## config.mk

```make
export PLATFORM = sky130hd
export DESIGN_NAME = mhpq_cmp
export DESIGN_NICKNAME = d
export VERILOG_FILES = /design/src/rtl/core/mhpq_pkg.sv /design/src/rtl/core/mhpq_cmp.sv
export SDC_FILE = /design/constraint.sdc
export NUM_CORES = 1
export LEC_CHECK = 0
export BUFFER_PORTS_ARGS = -buffer_cell sky130_fd_sc_hd__buf_2
export CORE_AREA = 2 2 75 77
export DETAILED_ROUTE_END_ITERATION = 10
export DIE_AREA = 0 0 77 79
export PLACE_DENSITY_LB_ADDON = 0.25
export SLEW_MARGIN = 30
export SYNTH_ARGS = -nofsm -noshare
export SYNTH_HDL_FRONTEND = slang
export SYNTH_SLANG_ARGS = --single-unit
```

## constraint.sdc

```tcl
create_clock -name vclk -period 3.79
set_clock_uncertainty 0.1 [all_clocks]
set_input_delay 0.379 -clock vclk [all_inputs]
set_output_delay 0.379 -clock vclk [all_outputs]
set_load 0.03 [all_outputs]
```

## src/rtl/core/mhpq_pkg.sv

```systemverilog
package mhpq_pkg;

    // Fixed field widths
    localparam int PRIO_W    = 32;
    localparam int PAYLOAD_W = 32;
    localparam int CMD_W     = 2;
    localparam int STAT_W    = 2;

    // Default configuration
    localparam int DEPTH_DEF      = 256;
    localparam int DATA_WIDTH_DEF = 32;

    // Command codes
    typedef enum logic [CMD_W-1:0] {
        CMD_PUSH  = 2'd0,
        CMD_POP   = 2'd1,
        CMD_CLEAR = 2'd2
    } t_cmd;

    // Status codes
    localparam logic [STAT_W-1:0] STAT_OK    = 2'd0;
    localparam logic [STAT_W-1:0] STAT_EMPTY = 2'd1;
    localparam logic [STAT_W-1:0] STAT_FULL  = 2'd2;

    // Operand selection of the shared priority comparator
    typedef enum logic [1:0] {
        CMP_CUR_RD,     // moving entry vs. parent read from memory
        CMP_RD_BEST,    // right child from memory vs. left child
        CMP_BEST_CUR    // smaller child vs. moving entry
    } t_cmp_sel;

endpackage

```

## src/rtl/core/mhpq_cmp.sv

```systemverilog
module mhpq_cmp #(
    parameter int DATA_WIDTH = mhpq_pkg::DATA_WIDTH_DEF
) (
    input  mhpq_pkg::t_cmp_sel                       i_sel,
    input  logic [mhpq_pkg::PRIO_W+DATA_WIDTH-1:0]   i_cur,
    input  logic [mhpq_pkg::PRIO_W+DATA_WIDTH-1:0]   i_best,
    input  logic [mhpq_pkg::PRIO_W+DATA_WIDTH-1:0]   i_rd,
    output logic                                     o_lt
);

    localparam int EW = mhpq_pkg::PRIO_W + DATA_WIDTH;

    logic signed [mhpq_pkg::PRIO_W-1:0] w_a;
    logic signed [mhpq_pkg::PRIO_W-1:0] w_b;

    // Pick the two priorities for this step
    always_comb begin
        unique case (i_sel)
            mhpq_pkg::CMP_RD_BEST: begin
                w_a = i_rd[EW-1:DATA_WIDTH];
                w_b = i_best[EW-1:DATA_WIDTH];
            end
            mhpq_pkg::CMP_BEST_CUR: begin
                w_a = i_best[EW-1:DATA_WIDTH];
                w_b = i_cur[EW-1:DATA_WIDTH];
            end
            default: begin
                w_a = i_cur[EW-1:DATA_WIDTH];
                w_b = i_rd[EW-1:DATA_WIDTH];
            end
        endcase
    end

    // Strict signed less-than
    assign o_lt = (w_a < w_b);

endmodule

```

==> results of run 1 <==
-- layer usage --
| layer | global-route usage | routed length, um | vias up |
|---|---|---|---|
| met3 | 0.0170 | 371 | 2 |
| met4 | 0.00536 | 22 | 0 |
| met2 | 0.300 | 2280 | 90 |
| met1 | 0.229 | 2610 | 1095 |
| li1 | - | - | 1325 |
| met5 | 0 | 0 | - |
-- cells in the mapped netlist, types with 2 or more instances --
cell type,n,area share
a211oi_1,2,0.0080
a21boi_0,2,0.0080
a21o_1,2,0.0080
a21oi_1,43,0.12
a22oi_1,62,0.25
buf_1,7,0.014
buf_2,3,0.0080
clkbuf_1,17,0.034
ha_1,33,0.22
inv_1,4,0.0080
nand2_1,37,0.074
nand3_1,4,0.011
nand4_1,7,0.023
nor2_1,36,0.072
o21ai_0,34,0.091
-- path summary, 6_finish.rpt --
check / endpoint / slack, ns / cells after the start
min: o_lt / 1.30 / 6
max: o_lt / 0.40 / 14
-- layout make-up --
type	instances	area (um^2)	share of cell area
multi-input cells	273	1750	0.714
repair buffers	104	596	0.243
well taps	72	90.1	0.0367
inverters	4	15.0	0.00612
-- cells by family (layout without fill, tap and decap cells) --
kind of cell | after synthesis | after routing | share of synthesized area
AOI/OAI and AO/OA | 152 | 152 | 0.509
and+or+nand+nor | 88 | 88 | 0.199
adders and majority gates | 33 | 33 | 0.221
buffers and inverters | 32 | 108 | 0.0703
-- metrics by stage --
| step | instance area, um^2 | hold WS, ns | worst slack [ns] | util | power, mW |
|---|---|---|---|---|---|
| 5_1_grt | 2450 | 1.37 | 0.0773 | 0.460 | 0.445 |
| 3_3_place_gp | 2450 | 1.29 | 0.391 | 0.460 | 0.378 |
| 4_1_cts | 2450 | 1.31 | 0.337 | 0.460 | 0.388 |
| 2_1_floorplan | 1870 | 1.12 | 0.251 | - | 0.257 |
| 6_report | 2450 | 1.30 | 0.396 | 0.460 | 0.384 |
| 3_5_place_dp | 2450 | 1.30 | 0.351 | 0.460 | 0.384 |
-- critical path, stage by stage --
cell	delay [ns]
buf_2	0.12
inv_1	0.05
ha_2	0.18
buf_12	0.26
a22oi_1	0.14
nor2_1	0.10
a21oi_1	0.05
ha_1	0.32
nand4_1	0.15
nor4_2	0.54
o311ai_1	0.18
o21ai_1	0.14
o32ai_1	0.11
buf_2	0.19
-- power by group through the flow --
stage | sequential [mW] | combinational [mW] | clock (mW)
6_report | 0 | 0.384 | 0
5_1_grt | 0 | 0.445 | 0
4_1_cts | 0 | 0.388 | 0
3_5_place_dp | 0 | 0.384 | 0
3_3_place_gp | 0 | 0.378 | 0
2_1_floorplan | 0 | 0.257 | 0
==> results.toml, run 1 <==
[timing]
finalSetupTns_ns = 0
post-route-period-util = 0.896
slew_headroom = 0.654
drv_slew = 0
setup_viol = 0
hold_violations = 0
min_period_ns = 3.39
rsz0062_at_grt = "false"
fmax_ghz = 0.295
worst_slew_pin_slew_ns = 0.514

[grt]
antenna_found_initial = 0
grt_remaining_overflow = 0
track_usage = 0.167
first_global_vias = 2167
grt_first_pass_wirelength_um = 9020
grt_max_degree = 65

[routing]
ant_nets = 0
drt-wirelength-per-cell_um = 11.7
drc_errors = 0
vias = 2512
vias_per_cell = 5.55
first_pass_iters = 4
wl_um = 5290
drtIter0Drc = 116

[power_and_ir_drop]
p_int_mw = 0.174
power.density_nw_per_um2 = 156
p_leak_nw = 1.12
seqPwrFrac = 0
netSwitchingFraction = 0.546
p_sw_mw = 0.209
pwr-share-comb = 1.000
clockPowerShare = 0
peakVddDrop_uv = 121

[floorplan]
start_util = 0.350
core_um2 = 5340
die_w_um = 77
io_pins = 195
die_area_um2 = 6080
rows = 27
die_height_um = 79

[logic_synthesis]
netlist_area_um2 = 1870
syn_nets = 532
synth_warnings = 0
synth_cell_types = 27
syn-mean-instance-area_um2 = 6.13
ys_seq_area_frac = 0
synthCells = 305

[placement]
dpl.cell_count = 453
dp_hpwl_um = 4210
portBuffers = 99
gp_congestion = 0.723

[min_path]
hold_class = "in2out"
hold_path_startpoint = "i_cur[63]"

[run_status]
status = "completed"

[final_layout]
finalNonFillerCells = 453
final_common_cell = "buf_2"
area_growth_pct = 31.3
fill_cells = 607
num_antenna_cells = 0
num-clock-buffers = 0
numSequentialCells = 0
layout-drive-gt1-share = 0.281
regArea_um2 = 0
nNetsFinal = 610
layout_common_cells = "99 x buf_2, 62 x a22oi_1, 43 x a21oi_1"

[job]
maxCapViolations = 0

[clocking]
holdBufCountCts = 0
cts.repair.resized = 0
post_cts_buffers = 0

[setup_path]
end_kind = "primary output"
critPathLaunch = "i_sel[1]"
critPathRequiredTime_ns = 3.31
cp-start-kind = "primary input"
critPathArrivalTime_ns = 2.92
critPathKind = "in2out"
critPathMaxFanout = 64
(Power assumes the default switching activity.)
==> run 2: changes to the inputs <==
Settings changed: CELL_PAD_IN_SITES_DETAIL_PLACEMENT set to 1, CELL_PAD_IN_SITES_GLOBAL_PLACEMENT set to 1, CORE_AREA 2 2 75 77 to unset, CORE_UTILIZATION set to 22, DIE_AREA 0 0 77 79 to unset.
==> results.toml, run 2 (synthesis results as in run 1) <==
[min_path]
hold_class = "in2out"
hold_path_startpoint = "i_cur[63]"

[final_layout]
layout-drive-gt1-share = 0.288
finalNonFillerCells = 490
nNetsFinal = 614
regArea_um2 = 0
final_area_um2 = 2510
post-route-util = 0.306
layout_common_cells = "99 x buf_2, 62 x a22oi_1, 43 x a21oi_1"
area_growth_pct = 34.4
final_common_cell = "buf_2"
numSequentialCells = 0
fill_cells = 1085
multiInputGateArea_um2 = 1750
num_antenna_cells = 0
num-clock-buffers = 0

[floorplan]
rows = 33
start_util = 0.228
io_pins = 195
core_um2 = 8220
die_height_um = 94.2
die_area_um2 = 8870
die_w_um = 94.2

[timing]
fmax_ghz = 0.294
hold_violations = 0
finalSetupTns_ns = 0
slew_headroom = 0.801
drv_slew = 0
setup_viol = 0
holdWs_ns = 1.31
worst_slew_pin_slew_ns = 0.298
setup_slack_ns = 0.389
rsz0062_at_grt = "false"
post-route-period-util = 0.897
min_period_ns = 3.40

[setup_path]
critPathKind = "in2out"
cp-start-kind = "primary input"
critPathMaxFanout = 55
critPathArrivalTime_ns = 2.92
critPathLaunch = "i_sel[0]"
end_kind = "primary output"
critPathRequiredTime_ns = 3.31

[placement]
gp_congestion = 0.727
place_ws_ns = 0.365
portBuffers = 99
dp_hpwl_um = 5410
dpl.cell_count = 490
dpl-instance-area_um2 = 2510

[power_and_ir_drop]
p_leak_nw = 1.14
power.density_nw_per_um2 = 158
power_mw = 0.397
peakVddDrop_uv = 81.3
p_int_mw = 0.178
seqPwrFrac = 0
p_sw_mw = 0.219
netSwitchingFraction = 0.552
clockPowerShare = 0
pwr-share-comb = 1.000

[clocking]
cts.repair.resized = 0
holdBufCountCts = 0
post_cts_buffers = 0

[routing]
first_pass_iters = 4
drc_errors = 0
ant_nets = 0
vias = 2569
wl_um = 6570
vias_per_cell = 5.24
drt-wirelength-per-cell_um = 13.4
drtIter0Drc = 77

[grt]
antenna_found_initial = 0
track_usage = 0.140
first_global_vias = 2387
grt_max_degree = 56
grt_remaining_overflow = 0
grt_first_pass_wirelength_um = 10500

[run_status]
status = "completed"

[job]
maxCapViolations = 0
## run 2: cell count changes in the layout (fill, tap and decap cells not counted)
| cell | change |
|---|---|
| buf_4 | +5 |
| buf_12 | -1 |
## run 2: power by group through the flow
| stage | combinational, mW | sequential [mW] | clock (mW) |
|---|---|---|---|
| after floorplan | 0.257 | 0 | 0 |
| after global placement | 0.391 | 0 | 0 |
| after detailed placement | 0.402 | 0 | 0 |
| after CTS | 0.405 | 0 | 0 |
| after global routing | 0.458 | 0 | 0 |
| final | 0.397 | 0 | 0 |
## run 2: critical path, cell delays in order
cell and delay, ns:
buf_2 0.09, inv_1 0.06, ha_4 0.45, buf_12 0.27, o21ai_0 0.14, ha_1 0.35
a21oi_1 0.15, a21boi_0 0.10, o311ai_1 0.27, o21ai_1 0.13, o32ai_1 0.26, buf_2 0.25
## run 2: worst paths after layout
check	endpoint	slack (ns)	cells past startpoint
setup / recovery	o_lt	0.39	12
hold / removal	o_lt	1.31	6
## run 2: area by class of cell
class / instances / share of cell area
inverter: 4 / 0.00598
multi-input combinational: 273 / 0.698
tap: 105 / 0.0523
timing repair buffer: 108 / 0.244
## run 2: layer usage
| layer | up-vias | track usage | wire length [um] | share of wire |
|---|---|---|---|---|
| met4 | 0 | 0.00385 | 25 | 0.0038 |
| li1 | 1333 | - | - | - |
| met3 | 2 | 0.0186 | 399 | 0.061 |
| met5 | - | 0 | 0 | 0 |
| met2 | 64 | 0.251 | 3060 | 0.47 |
| met1 | 1170 | 0.185 | 3090 | 0.47 |
